File: src/hdl/fsca_pkg.sv
package fsca_pkg;

    localparam int TABLE_DEPTH = 4096;
    localparam int ADDR_W      = (TABLE_DEPTH > 1) ? $clog2(TABLE_DEPTH) : 1;
    localparam int FILL_W      = $clog2(TABLE_DEPTH + 1);
    localparam int BYTE_W      = 8;
    localparam int KEY_W       = 16;
    localparam int CODE_W      = 16;
    localparam int QUEUE_DEPTH = 2;
    localparam int CFG_IDX_W   = 1;
    localparam int CFG_DATA_W  = 16;

    localparam logic [CODE_W-1:0] CODE_BASE_RST = 16'h8100;
    localparam logic [BYTE_W-1:0] LEAD_THR_RST  = 8'h81;
    localparam logic [BYTE_W-1:0] ZERO_BYTE     = 8'h00;

    localparam logic [CFG_IDX_W-1:0] CFG_CODE_BASE      = 1'b0;
    localparam logic [CFG_IDX_W-1:0] CFG_LEAD_THRESHOLD = 1'b1;

    typedef enum logic [1:0] {
        OP_PASS,
        OP_FLUSH,
        OP_PAIR
    } t_op;

    typedef struct packed {
        t_op               op;
        logic [BYTE_W-1:0] lead;
        logic [BYTE_W-1:0] trail;
    } t_cmd;

endpackage

File: src/hdl/fsca_queue.sv
module fsca_queue (
    input  logic           i_clk,
    input  logic           i_rst_n,
    input  logic           i_push,
    input  fsca_pkg::t_cmd i_push_cmd,
    output logic           o_full,
    input  logic           i_pop,
    output logic           o_empty,
    output fsca_pkg::t_cmd o_head
);
    import fsca_pkg::*;

    localparam int PTR_W = (QUEUE_DEPTH > 1) ? $clog2(QUEUE_DEPTH) : 1;
    localparam int CNT_W = $clog2(QUEUE_DEPTH + 1);

    t_cmd             r_mem [QUEUE_DEPTH];
    logic [PTR_W-1:0] r_wp;
    logic [PTR_W-1:0] r_rp;
    logic [CNT_W-1:0] r_count;
    logic             w_push;
    logic             w_pop;

    assign o_full  = (r_count == CNT_W'(QUEUE_DEPTH));
    assign o_empty = (r_count == '0);
    assign o_head  = r_mem[r_rp];
    assign w_push  = i_push && !o_full;
    assign w_pop   = i_pop && !o_empty;

    always_ff @(posedge i_clk) begin
        if (w_push) begin
            r_mem[r_wp] <= i_push_cmd;
        end
    end

    always_ff @(posedge i_clk) begin
        if (!i_rst_n) begin
            r_wp    <= '0;
            r_rp    <= '0;
            r_count <= '0;
        end else begin
            if (w_push) begin
                r_wp <= (r_wp == PTR_W'(QUEUE_DEPTH - 1)) ? '0 : r_wp + PTR_W'(1);
            end
            if (w_pop) begin
                r_rp <= (r_rp == PTR_W'(QUEUE_DEPTH - 1)) ? '0 : r_rp + PTR_W'(1);
            end
            if (w_push && !w_pop) begin
                r_count <= r_count + CNT_W'(1);
            end else if (w_pop && !w_push) begin
                r_count <= r_count - CNT_W'(1);
            end
        end
    end

endmodule

File: config.mk
export PLATFORM = sky130hd
export DESIGN_NAME = fsca_queue
export DESIGN_NICKNAME = d
export VERILOG_FILES = /design/src/hdl/fsca_pkg.sv /design/src/hdl/fsca_queue.sv
export SDC_FILE = /design/constraint.sdc
export NUM_CORES = 1
export LEC_CHECK = 0
export ABC_AREA = 1
export BUFFER_PORTS_ARGS = -buffer_cell sky130_fd_sc_hd__buf_2
export CELL_PAD_IN_SITES_DETAIL_PLACEMENT = 1
export CELL_PAD_IN_SITES_GLOBAL_PLACEMENT = 2
export CORE_ASPECT_RATIO = 1.2
export CORE_MARGIN = 4
export CORE_UTILIZATION = 38
export CTS_CLUSTER_DIAMETER = 120
export CTS_CLUSTER_SIZE = 10
export DETAILED_ROUTE_END_ITERATION = 7
export PLACE_DENSITY_LB_ADDON = 0.1
export SETUP_SLACK_MARGIN = 0.2
export SLEW_MARGIN = 20
export SYNTH_ARGS = -nofsm -noshare
export SYNTH_HDL_FRONTEND = slang
export SYNTH_SLANG_ARGS = --single-unit
File: constraint.sdc
create_clock -name i_clk -period 2.5 [get_ports i_clk]
set_input_delay 0.375 -clock i_clk [delete_from_list [all_inputs] [get_ports i_clk]]
set_output_delay 0.375 -clock i_clk [all_outputs]
set_load 0.005 [all_outputs]
==> metrics.txt <==
Synth Instances 94; core area 0.00400 sq mm; final core occ 48.9%; # diodes 0; vias in the first global route 915; port bufs 41; Layout area overhead 22.6%; min Tclk post-route 1.93 ns; clk slew on worst S/H paths 0.07 ns; post-detail-place hpwl 1.99 mm; Post-CTS Setup Inserts 0; CTS Buf Count 5; Worst Skew 0.00388 ns; Setup CP Type reg -> out; Syn Area/Cell 17.0 sq um; crit end category output pin; area leader, netlist edfxtp_1; total number of vias 894; Initial Utilization 39.9%; Die ar. 0.00531 sq mm; Synth Net Count 117; CTS H-tree depth 2; PD cells 921 mW/mm^2; CP startpoint kind register; fin crit share 77.0%; Die W 67.2 um; DRT iter0 DRCs 24; Avg WL per Cell 13.8 um; CTS Sinks 41; Critical Path AT 1.55 ns; hold crit path type in -> reg; sequential element share of the synthesized area 73.9%; clk_lat worst skew 0.28 ns; CP Data Required Time 2.12 ns; Vias/cell 4.52; worst vdd ir 348 uV; commonest non-fill, non-tap cells in the layout 41 x buf_2, 36 x edfxtp_1, 10 x mux2_4; Rel. slew slack 69.8%; gpl congestion 0.646; drt pass-1 iters 2; largest net degree at the start of global routing 19; Mapped Area 0.00160 sq mm; total grt overflow 0; setup TNS 0 ns; Max Slew Vio Count 0; Max clock buf depth 2; synth top area cells edfxtp_1 68%, mux2_4 9.4%, dfxtp_1 6.3%, mux2_2 5.6%, nor2_1 2.6%; # rows 25; endpoints failing hold 0; commonest non-fill, non-tap cell in the layout buf_2; antenna violations before repair 0; layout cells sized above 1 48.6%; TritonCTS clock tree yes; WL final 2.74 mm; register bit total from synthesis 41; Cell variety after synth 15; first-pass GRT wire length 4.32 mm; Final setup violation count 0; status completed; Leak Pwr 0.789 nW; Synth top area share 67.7%; RSZ-0062 raised after global routing false; Total GRT Usage 11.4%; Post-CTS Hold Buffers 0; Post-CTS Resized 0; IO Count 42; max-cap violation count 0; layout net count 166; Least-Margin Pin Slew 0.452 ns; Die H 79.0 um; drt drc 0; Root Buffer clkbuf_8; Max Clock Freq 519 MHz; Syn. warnings 0; crit-path max FO 10; Routed Antenna Nets 0
## logic make-up (layout without fill, tap and decap cells)
family	after synthesis	after routing	synth area share [%]
buffers and inverters	11	61	4.07
muxes	18	18	15.0
AOI/OAI and AO/OA	4	4	1.49
adders and majority gates	1	1	0.783
DFF	41	41	73.9
and+or+nand+nor	19	19	4.70
## sequential cells by signal (all words and copies together), names as in the netlist, named ones only
signal and count:
r_count 2, r_rp 1, r_mem 36, r_wp 1
## critical path, stage by stage (launching register included)
cell	delay, ns
dfxtp_1	0.60
buf_12	0.21
mux2_2	0.33
buf_2	0.13
## synth_stat cells
master	number
mux2_2	8
buf_12	1
a21oi_1	1
nand3_1	1
buf_6	1
dfxtp_1	5
nand4_1	1
nor2_1	11
inv_1	9
edfxtp_1	36
o21ai_0	2
mux2_4	10
ha_1	1
nand2_1	6
o21ai_2	1
## metrics by stage
| step | cell area [sq um] | cells | hold slack, ns | power [mW] | setup slack [ns] |
|---|---|---|---|---|---|
| finish | 1960 | 198 | 0.278 | 1.80 | 0.575 |
| detailed placement | 1880 | 190 | 0.512 | 1.44 | 0.850 |
| global placement | 1880 | 190 | 0.481 | 1.42 | 0.854 |
| CTS | 1960 | 198 | 0.264 | 1.84 | 0.539 |
| global route | 1960 | 198 | 0.255 | 1.93 | 0.478 |
| floorplan | 1600 | 94 | 0.467 | 1.25 | 0.853 |
## final timing paths
kind	slack, ns	cells after the start	startpoint	to
worst max-delay path	0.57	3	register	o_head[0]
worst min-delay path	0.28	1	i_push_cmd[9]	r_mem[0][9]$_DFFE_PP_
worst max register to register	1.05	9	r_count[0]$_SDFFE_PN0P_	r_count[1]$_SDFFE_PN0P_
worst min register to register	0.52	2	r_rp$_SDFFE_PN0P_	r_rp$_SDFFE_PN0P_
## per-layer routing
layer	global-route usage (%)	vias up	wire length, um
li1	-	432	-
met1	11.5	430	1030
met2	20.4	27	1460
met3	4.38	5	194
met4	4.87	0	48
met5	0	-	0
## power by group
part           internal [mW]  switching [mW]  total (mW)  leakage (nW)
logic                  0.255           0.229       0.484         0.372
clock network          0.194           0.203       0.397        0.0399
registers              0.869          0.0551       0.924         0.377
total                   1.32           0.486        1.80         0.789
## final cells by class
type | count | area (sq um)
Fill cell | 431 | 2040
Sequential cell | 41 | 1180
Multi-Input combinational cell | 42 | 357
Timing Repair Buffer | 44 | 240
Clock buffer | 7 | 76.3
Tap cell | 54 | 67.6
Inverter | 9 | 33.8
Clock inverter | 1 | 3.75
Note: power is estimated with default switching activity, not from simulation.
