**config.mk**
```make
export PLATFORM = sky130hd
export DESIGN_NAME = fsca_front
export DESIGN_NICKNAME = d
export VERILOG_FILES = /design/src/hdl/fsca_pkg.sv /design/src/hdl/fsca_front.sv
export SDC_FILE = /design/constraint.sdc
export NUM_CORES = 1
export LEC_CHECK = 0
export BUFFER_PORTS_ARGS = -buffer_cell sky130_fd_sc_hd__buf_4
export CAP_MARGIN = 20
export CELL_PAD_IN_SITES_DETAIL_PLACEMENT = 0
export CELL_PAD_IN_SITES_GLOBAL_PLACEMENT = 1
export CORE_UTILIZATION = 25
export DETAILED_ROUTE_END_ITERATION = 12
export HOLD_SLACK_MARGIN = 0.05
export PLACE_DENSITY_LB_ADDON = 0.2
export REMOVE_ABC_BUFFERS = 1
export SYNTH_ARGS = -nofsm -noshare
export SYNTH_HDL_FRONTEND = slang
export SYNTH_SLANG_ARGS = --single-unit
```
**constraint.sdc**
```tcl
create_clock -name i_clk -period 1.25 [get_ports i_clk]
set_input_delay 0.125 -clock i_clk [delete_from_list [all_inputs] [get_ports i_clk]]
set_output_delay 0.125 -clock i_clk [all_outputs]
set_load 0.02 [all_outputs]
```
**src/hdl/fsca_pkg.sv**
```systemverilog
package fsca_pkg;

    localparam int TABLE_DEPTH = 4096;
    localparam int ADDR_W      = (TABLE_DEPTH > 1) ? $clog2(TABLE_DEPTH) : 1;
    localparam int FILL_W      = $clog2(TABLE_DEPTH + 1);
    localparam int BYTE_W      = 8;
    localparam int KEY_W       = 16;
    localparam int CODE_W      = 16;
    localparam int QUEUE_DEPTH = 2;
    localparam int CFG_IDX_W   = 1;
    localparam int CFG_DATA_W  = 16;

    localparam logic [CODE_W-1:0] CODE_BASE_RST = 16'h8100;
    localparam logic [BYTE_W-1:0] LEAD_THR_RST  = 8'h81;
    localparam logic [BYTE_W-1:0] ZERO_BYTE     = 8'h00;

    localparam logic [CFG_IDX_W-1:0] CFG_CODE_BASE      = 1'b0;
    localparam logic [CFG_IDX_W-1:0] CFG_LEAD_THRESHOLD = 1'b1;

    typedef enum logic [1:0] {
        OP_PASS,
        OP_FLUSH,
        OP_PAIR
    } t_op;

    typedef struct packed {
        t_op               op;
        logic [BYTE_W-1:0] lead;
        logic [BYTE_W-1:0] trail;
    } t_cmd;

endpackage

```
**src/hdl/fsca_front.sv**
```systemverilog
module fsca_front (
    input  logic                          i_clk,
    input  logic                          i_rst_n,
    input  logic                          i_in_valid,
    output logic                          o_in_stall,
    input  logic [fsca_pkg::BYTE_W-1:0]   i_in_byte,
    input  logic [fsca_pkg::BYTE_W-1:0]   i_lead_threshold,
    input  logic                          i_q_full,
    output logic                          o_push,
    output fsca_pkg::t_cmd                o_push_cmd
);
    import fsca_pkg::*;

    logic [BYTE_W-1:0] r_held_lead;
    logic              r_lead_waiting;
    logic              w_accept;

    assign o_in_stall = i_q_full;
    assign w_accept   = i_in_valid && !i_q_full;

    always_comb begin
        o_push           = 1'b0;
        o_push_cmd.op    = OP_PASS;
        o_push_cmd.lead  = i_in_byte;
        o_push_cmd.trail = ZERO_BYTE;
        if (w_accept) begin
            if (!r_lead_waiting) begin
                o_push = (i_in_byte < i_lead_threshold);
            end else begin
                o_push           = 1'b1;
                o_push_cmd.lead  = r_held_lead;
                o_push_cmd.trail = i_in_byte;
                o_push_cmd.op    = (i_in_byte == ZERO_BYTE) ? OP_FLUSH : OP_PAIR;
            end
        end
    end

    always_ff @(posedge i_clk) begin
        if (!i_rst_n) begin
            r_held_lead    <= '0;
            r_lead_waiting <= 1'b0;
        end else if (w_accept) begin
            if (r_lead_waiting) begin
                r_lead_waiting <= 1'b0;
            end else if (i_in_byte >= i_lead_threshold) begin
                r_held_lead    <= i_in_byte;
                r_lead_waiting <= 1'b1;
            end
        end
    end

endmodule

```
==> out/qor.yml, run 1 <==
critical_path:
  path_class: "reg2out"
  worst_ep_arrival_time_ns: 1.28
  crit_required_ns: 1.12
  path_cells: "nand2_4 > buf_12 > mux2_4 > buf_6"
  slowest_delay_ns: 0.36
  worst_path_maximum_fanout: 6
  setup.worst_path.end_class: "output port"
  critical-path-slowest-cell: "sky130_fd_sc_hd__dfxtp_2"
  crit_path_start_kind: "flip-flop"
floorplanning:
  die_h_um: 58.0
  design.die.area_um2: 3370
  chipWidth_um: 58.0
  fp-row-count: 19
  core-area_um2: 2850
  io_pins: 40
  initial_core_utilization_pct: 27.5
sta:
  rsz0062_at_grt: "true"
  worstMarginPinSlew_ns: 0.303
  final-setup-viol-count: 26
  min_period_over_period_pct: 113
  finClkSkew_ns: 0.00421
  finalWorstPathRequiredPeriod_ns: 1.41
  maxSlewViolCount: 0
  worst_slack_ns: -0.160
  max-slew-margin-rel_pct: 79.7
  final_hold_viol_count: 0
  max_freq_mhz: 709
placed_design:
  port_buffers: 39
  routabilityCongestion: 0.712
  detailed_place_hpwl_um: 1740
  post_dp_cell_area_um2: 1180
clocking:
  root_buffer_cell: "sky130_fd_sc_hd__clkbuf_4"
  clk-insertion-delay-late_ns: 0.26
  cts_tree: "built"
  clkSlewWorstSetupHoldPaths_ns: 0.07
  cts-buffers-inserted: 3
  sink_count: 9
  clock_tree.buffer_depth: 2
  h-tree-depth: 1
  ctsHoldBuffers: 0
cells_and_area:
  area.growth.synth_to_final_pct: 98.2
  drive_gt1_share_pct: 61.6
  diodes: 0
  final_net_count: 180
  post-route-util_pct: 54.5
  mostFrequentLayoutCells: "sky130_fd_sc_hd__buf_6, sky130_fd_sc_hd__buf_4, sky130_fd_sc_hd__nand2_1"
  layout.cell_area.non_filler_um2: 1560
  layout.cells.most_common: "sky130_fd_sc_hd__buf_6"
detailed_routing:
  post_drt_wl_per_cell_um: 13.5
  drt_drc_violations_left: 2
  dr.first_iter.drc_count: 22
  drt_wl_total_um: 2460
  post_drt_via_cell_ratio: 4.85
  pre_repair_dr_iteration_count: 8
  final_antenna_net_count: 0
  vias_after_detailed_routing: 883
global_route:
  wire_length_of_the_first_global_routing_pass_um: 3800
  grt.overflow.total: 0
  antenna_found_initial: 0
  global_route.usage.total_pct: 14.7
  grt_max_degree: 18
  first_global_vias: 844
synthesis:
  syn_area_per_cell_um2: 8.17
  synth_largest_area_cell: "sky130_fd_sc_hd__dfxtp_1"
  synth_sequential_area_ratio_pct: 23.0
  ys_seq_elements: 9
  yosysUniqueCellTypes: 23
  syn_area_um2: 785
  number_of_instances_in_the_synthesized_netlist: 96
  leading_cell_types_by_total_area_after_synthesis: "sky130_fd_sc_hd__dfxtp_1, sky130_fd_sc_hd__ha_1, sky130_fd_sc_hd__mux2_2, sky130_fd_sc_hd__mux2i_1, sky130_fd_sc_hd__nand2_1"
  synth_top_area_share_pct: 23.0
  yosys_warn_count: 0
min_path:
  hold_path_class: "in2reg"
job:
  max_cap_violations: 0
pwr:
  leakage_nw: 0.745
  power.density_cell_area_nw_per_um2: 597
  peakVddDrop_uv: 448
status:
  outcome: "finished, violations left"
  violations_in_the_final_reports: "design-rule violations, negative setup slack"
[sequential cells by signal, indices dropped and copies added (netlist names)]
signal / cells
r_lead_waiting: 1
r_held_lead: 8
[cell usage after synthesis]
cell	number
sky130_fd_sc_hd__inv_1	8
sky130_fd_sc_hd__nor2_1	3
sky130_fd_sc_hd__nand4_1	2
sky130_fd_sc_hd__and3_1	7
sky130_fd_sc_hd__o211ai_2	1
sky130_fd_sc_hd__ha_1	8
sky130_fd_sc_hd__a21oi_1	5
sky130_fd_sc_hd__nand2b_1	2
sky130_fd_sc_hd__clkbuf_1	2
sky130_fd_sc_hd__mux2i_1	8
sky130_fd_sc_hd__o21a_1	2
sky130_fd_sc_hd__nand2_1	19
sky130_fd_sc_hd__a311o_1	1
sky130_fd_sc_hd__and2b_1	1
sky130_fd_sc_hd__buf_4	1
sky130_fd_sc_hd__mux2_2	8
sky130_fd_sc_hd__o21ai_0	1
sky130_fd_sc_hd__nor2b_2	2
sky130_fd_sc_hd__dfxtp_1	9
sky130_fd_sc_hd__nor4_1	2
sky130_fd_sc_hd__buf_6	1
sky130_fd_sc_hd__buf_2	2
sky130_fd_sc_hd__nand2_4	1
[layer usage]
metal  vias to the layer above  GRT usage (%)  share of wire, %
li1                        442              -                 -
met1                       408           21.1                48
met2                        29           23.5                47
met3                         4           1.34               4.1
met4                         0           4.08              0.85
met5                         -              0                 0
[power breakdown]
| group | leakage, nW | internal, mW | switching [mW] |
|---|---|---|---|
| Sequential | 0.0735 | 0.300 | 0.00770 |
| Clock | 0.0150 | 0.123 | 0.105 |
| Combinational | 0.657 | 0.215 | 0.178 |
| Total | 0.745 | 0.638 | 0.291 |
[through the flow]
step | instances | setup slack (ns) | TNS [ns] | hold slack (ns) | total power, mW
after global placement | 172 | -0.246 | -2.21 | 0.442 | 0.604
after detailed placement | 172 | -0.281 | -2.50 | 0.451 | 0.609
after CTS | 181 | -0.158 | -2.83 | 0.175 | 0.904
after floorplan | 90 | -0.0796 | -0.536 | 0.242 | 0.451
final | 182 | -0.160 | -2.66 | 0.180 | 0.929
after global routing | 182 | -0.224 | -4.26 | 0.189 | 0.983
[worst max-delay path: cells and delay by family (launching register included)]
kind | cells | cell delay, ns
buffers and inverters | 2 | 0.29
flip-flops | 1 | 0.36
multiplexers | 1 | 0.30
AND/OR/NAND/NOR | 1 | 0.08
[repair_timing]
action                     CTS  global route
gates cloned                 2             0
buffers inserted             3             1
setup endpoints to repair   18            28
pin swaps                    9             9
resized for setup           45            21
[worst paths after layout]
path | slack (ns) | from | endpoint | cells past startpoint
max | -0.16 | r_lead_waiting$_SDFFE_PN0P_ | o_push_cmd[10] | 4
min | 0.18 | i_rst_n | r_lead_waiting$_SDFFE_PN0P_ | 2
max reg2reg | -0.15 | r_lead_waiting$_SDFFE_PN0P_ | r_held_lead[2]$_SDFFE_PN0P_ | 5
min reg2reg | 0.46 | r_held_lead[5]$_SDFFE_PN0P_ | r_held_lead[5]$_SDFFE_PN0P_ | 2
[final cells by class]
| cell class | count | area (µm²) |
|---|---|---|
| clock buffers | 4 | 26.3 |
| fillers | 276 | 1300 |
| inverters | 8 | 30.0 |
| multi-input cells | 74 | 721 |
| flip-flops and latches | 9 | 181 |
| well taps | 31 | 38.8 |
| repair buffers | 56 | 558 |
[cell families (layout without fill, tap and decap cells)]
family,Yosys count,count (layout),share of synthesized area [%]
DFF,9,9,23.0
muxes,16,16,21.7
buffers and inverters,14,68,8.45
adders and majority gates,8,8,12.8
and+or+nand+nor,39,40,25.5
AOI/OAI and AO/OA,10,10,8.61
Power figures use the tool's default switching activity.
==> run 2: changes to the inputs <==
CORE_ASPECT_RATIO = 2   (was unset)
CORE_UTILIZATION = 28   (was 25)
CTS_BUF_LIST = sky130_fd_sc_hd__clkbuf_16   (was unset)
==> out/qor.yml, run 2 (synthesized netlist as in run 1, its figures left out) <==
critical_path:
  worst_path_maximum_fanout: 4
  crit_required_ns: 1.41
  path_cells: "buf_8 > ha_4 > nor2b_4 > o211ai_2 > buf_4 > a311o_1 > nand2_2 > mux2i_1"
  critical-path-slowest-cell: "sky130_fd_sc_hd__a311o_1"
  slowest_delay_ns: 0.32
  crit_path_start_kind: "input port"
  setup.worst_path.end_class: "flip-flop"
  worst_ep_arrival_time_ns: 1.52
  path_class: "in2reg"
detailed_routing:
  drt_drc_violations_left: 0
  post_drt_wl_per_cell_um: 14.1
  post_drt_via_cell_ratio: 4.96
  dr.first_iter.drc_count: 2
  final_antenna_net_count: 0
  vias_after_detailed_routing: 887
  pre_repair_dr_iteration_count: 2
  drt_wl_total_um: 2530
clocking:
  cts-buffers-inserted: 3
  clkSlewWorstSetupHoldPaths_ns: 0.04
  clk-insertion-delay-late_ns: 0.23
  root_buffer_cell: "sky130_fd_sc_hd__clkbuf_16"
  ctsHoldBuffers: 0
  sink_count: 9
  cts_tree: "built"
  h-tree-depth: 1
  clock_tree.buffer_depth: 2
global_route:
  global_route.usage.total_pct: 19.3
  grt.overflow.total: 0
  wire_length_of_the_first_global_routing_pass_um: 4240
  first_global_vias: 915
  grt_max_degree: 18
  antenna_found_initial: 0
placed_design:
  port_buffers: 39
  numPlacedInstances: 172
  detailed_place_hpwl_um: 1840
  routabilityCongestion: 0.700
cells_and_area:
  largest_register_ff_count: 8
  final_net_count: 180
  largest_register: "r_held_lead"
  reg_top3: "r_held_lead: 8 flops, r_lead_waiting: 1 flops"
  diodes: 0
  drive_gt1_share_pct: 55.6
  mostFrequentLayoutCells: "sky130_fd_sc_hd__buf_4, sky130_fd_sc_hd__nand2_1, sky130_fd_sc_hd__buf_6"
  final_cells: 179
  layout.cells.most_common: "sky130_fd_sc_hd__buf_4"
  area.growth.synth_to_final_pct: 89.3
pwr:
  internal_power_uw: 923
  clk_network_pwr_share_pct: 45.2
  share_comb_of_total_power_pct: 30.0
  switching_power_uw: 323
  power.density_cell_area_nw_per_um2: 839
  peakVddDrop_uv: 789
  swShare_pct: 25.9
  leakage_nw: 0.748
  power.share.sequential_pct: 24.8
job:
  max_cap_violations: 0
floorplanning:
  chipWidth_um: 39.4
  initial_core_utilization_pct: 30.1
  core-area_um2: 2600
  die_h_um: 76.9
  fp-row-count: 26
  io_pins: 40
  design.die.area_um2: 3030
min_path:
  hold_path_class: "in2reg"
status:
  violations_in_the_final_reports: "negative setup slack"
  outcome: "finished, violations left"
sta:
  final-setup-viol-count: 19
  finalSetupTns_ns: -1.85
  finClkSkew_ns: 0.00159
  worst_slack_ns: -0.112
  finalWorstPathRequiredPeriod_ns: 1.36
  max_freq_mhz: 734
  final_hold_viol_count: 0
  worstMarginPinSlew_ns: 0.261
  maxSlewViolCount: 0
  min_period_over_period_pct: 109
  rsz0062_at_grt: "true"
  max-slew-margin-rel_pct: 82.5
run 2: changes by cell type in the layout (fill, tap and decap cells not counted), sizes merged:
cell | before | now
clkbuf | 4 | 3
inv | 8 | 9
run 2: through the flow:
step	instance area [µm²]	worst slack [ns]	util, %	power, mW	hold slack (ns)
floorplan	748	-0.0796	-	0.451	0.242
global placement	1190	-0.284	45.7	0.612	0.441
detailed placement	1190	-0.293	45.7	0.616	0.453
CTS	1470	-0.113	56.5	1.25	0.208
global route	1490	-0.185	57.1	1.31	0.224
finish	1490	-0.112	57.1	1.25	0.214
run 2: final cells by class:
type | count | area [µm²]
Multi-Input combinational cell | 74 | 669
Timing Repair Buffer | 56 | 488
Inverter | 8 | 32.5
Clock buffer | 3 | 75.1
Tap cell | 28 | 35.0
Fill cell | 256 | 1120
Sequential cell | 9 | 181
Clock inverter | 1 | 3.75
run 2: per-layer routing:
metal / global-route usage, % / vias to the layer above / routed length (µm)
met4: 8.28 / 0 / 38
li1: - / 442 / -
met5: 0 / - / 0
met2: 32.5 / 27 / 1420
met3: 3.47 / 4 / 133
met1: 22.1 / 414 / 935
run 2: critical path: cells and delay by family:
kind / cells / cell delay, ns
buffers and inverters: 2 / 0.25
AND/OR/NAND/NOR: 2 / 0.28
adder cells (fa/ha/maj): 1 / 0.26
AO/OA/AOI/OAI: 2 / 0.42
multiplexers: 1 / 0.19
run 2: what timing repair did:
action	CTS	global route
endpoints found under the setup margin	20	23
setup buffers	2	0
gates resized for setup	41	4
pin swaps	7	2
gates cloned	2	0
run 2: path summary, 6_finish.rpt:
check,start,to,slack [ns],cells after the start
hold / removal,i_rst_n,r_lead_waiting$_SDFFE_PN0P_,0.21,2
setup reg to reg,r_lead_waiting$_SDFFE_PN0P_,r_held_lead[0]$_SDFFE_PN0P_,-0.04,4
setup / recovery,i_in_byte[1],r_held_lead[0]$_SDFFE_PN0P_,-0.11,8
hold reg to reg,r_held_lead[5]$_SDFFE_PN0P_,r_held_lead[5]$_SDFFE_PN0P_,0.46,2
run 2: power by group through the flow:
stage | sequential [mW] | combinational, mW | clock (mW)
finish | 0.309 | 0.374 | 0.563
CTS | 0.309 | 0.372 | 0.572
global route | 0.311 | 0.409 | 0.592
detailed placement | 0.313 | 0.303 | 0
floorplan | 0.312 | 0.139 | 0
global placement | 0.312 | 0.300 | 0
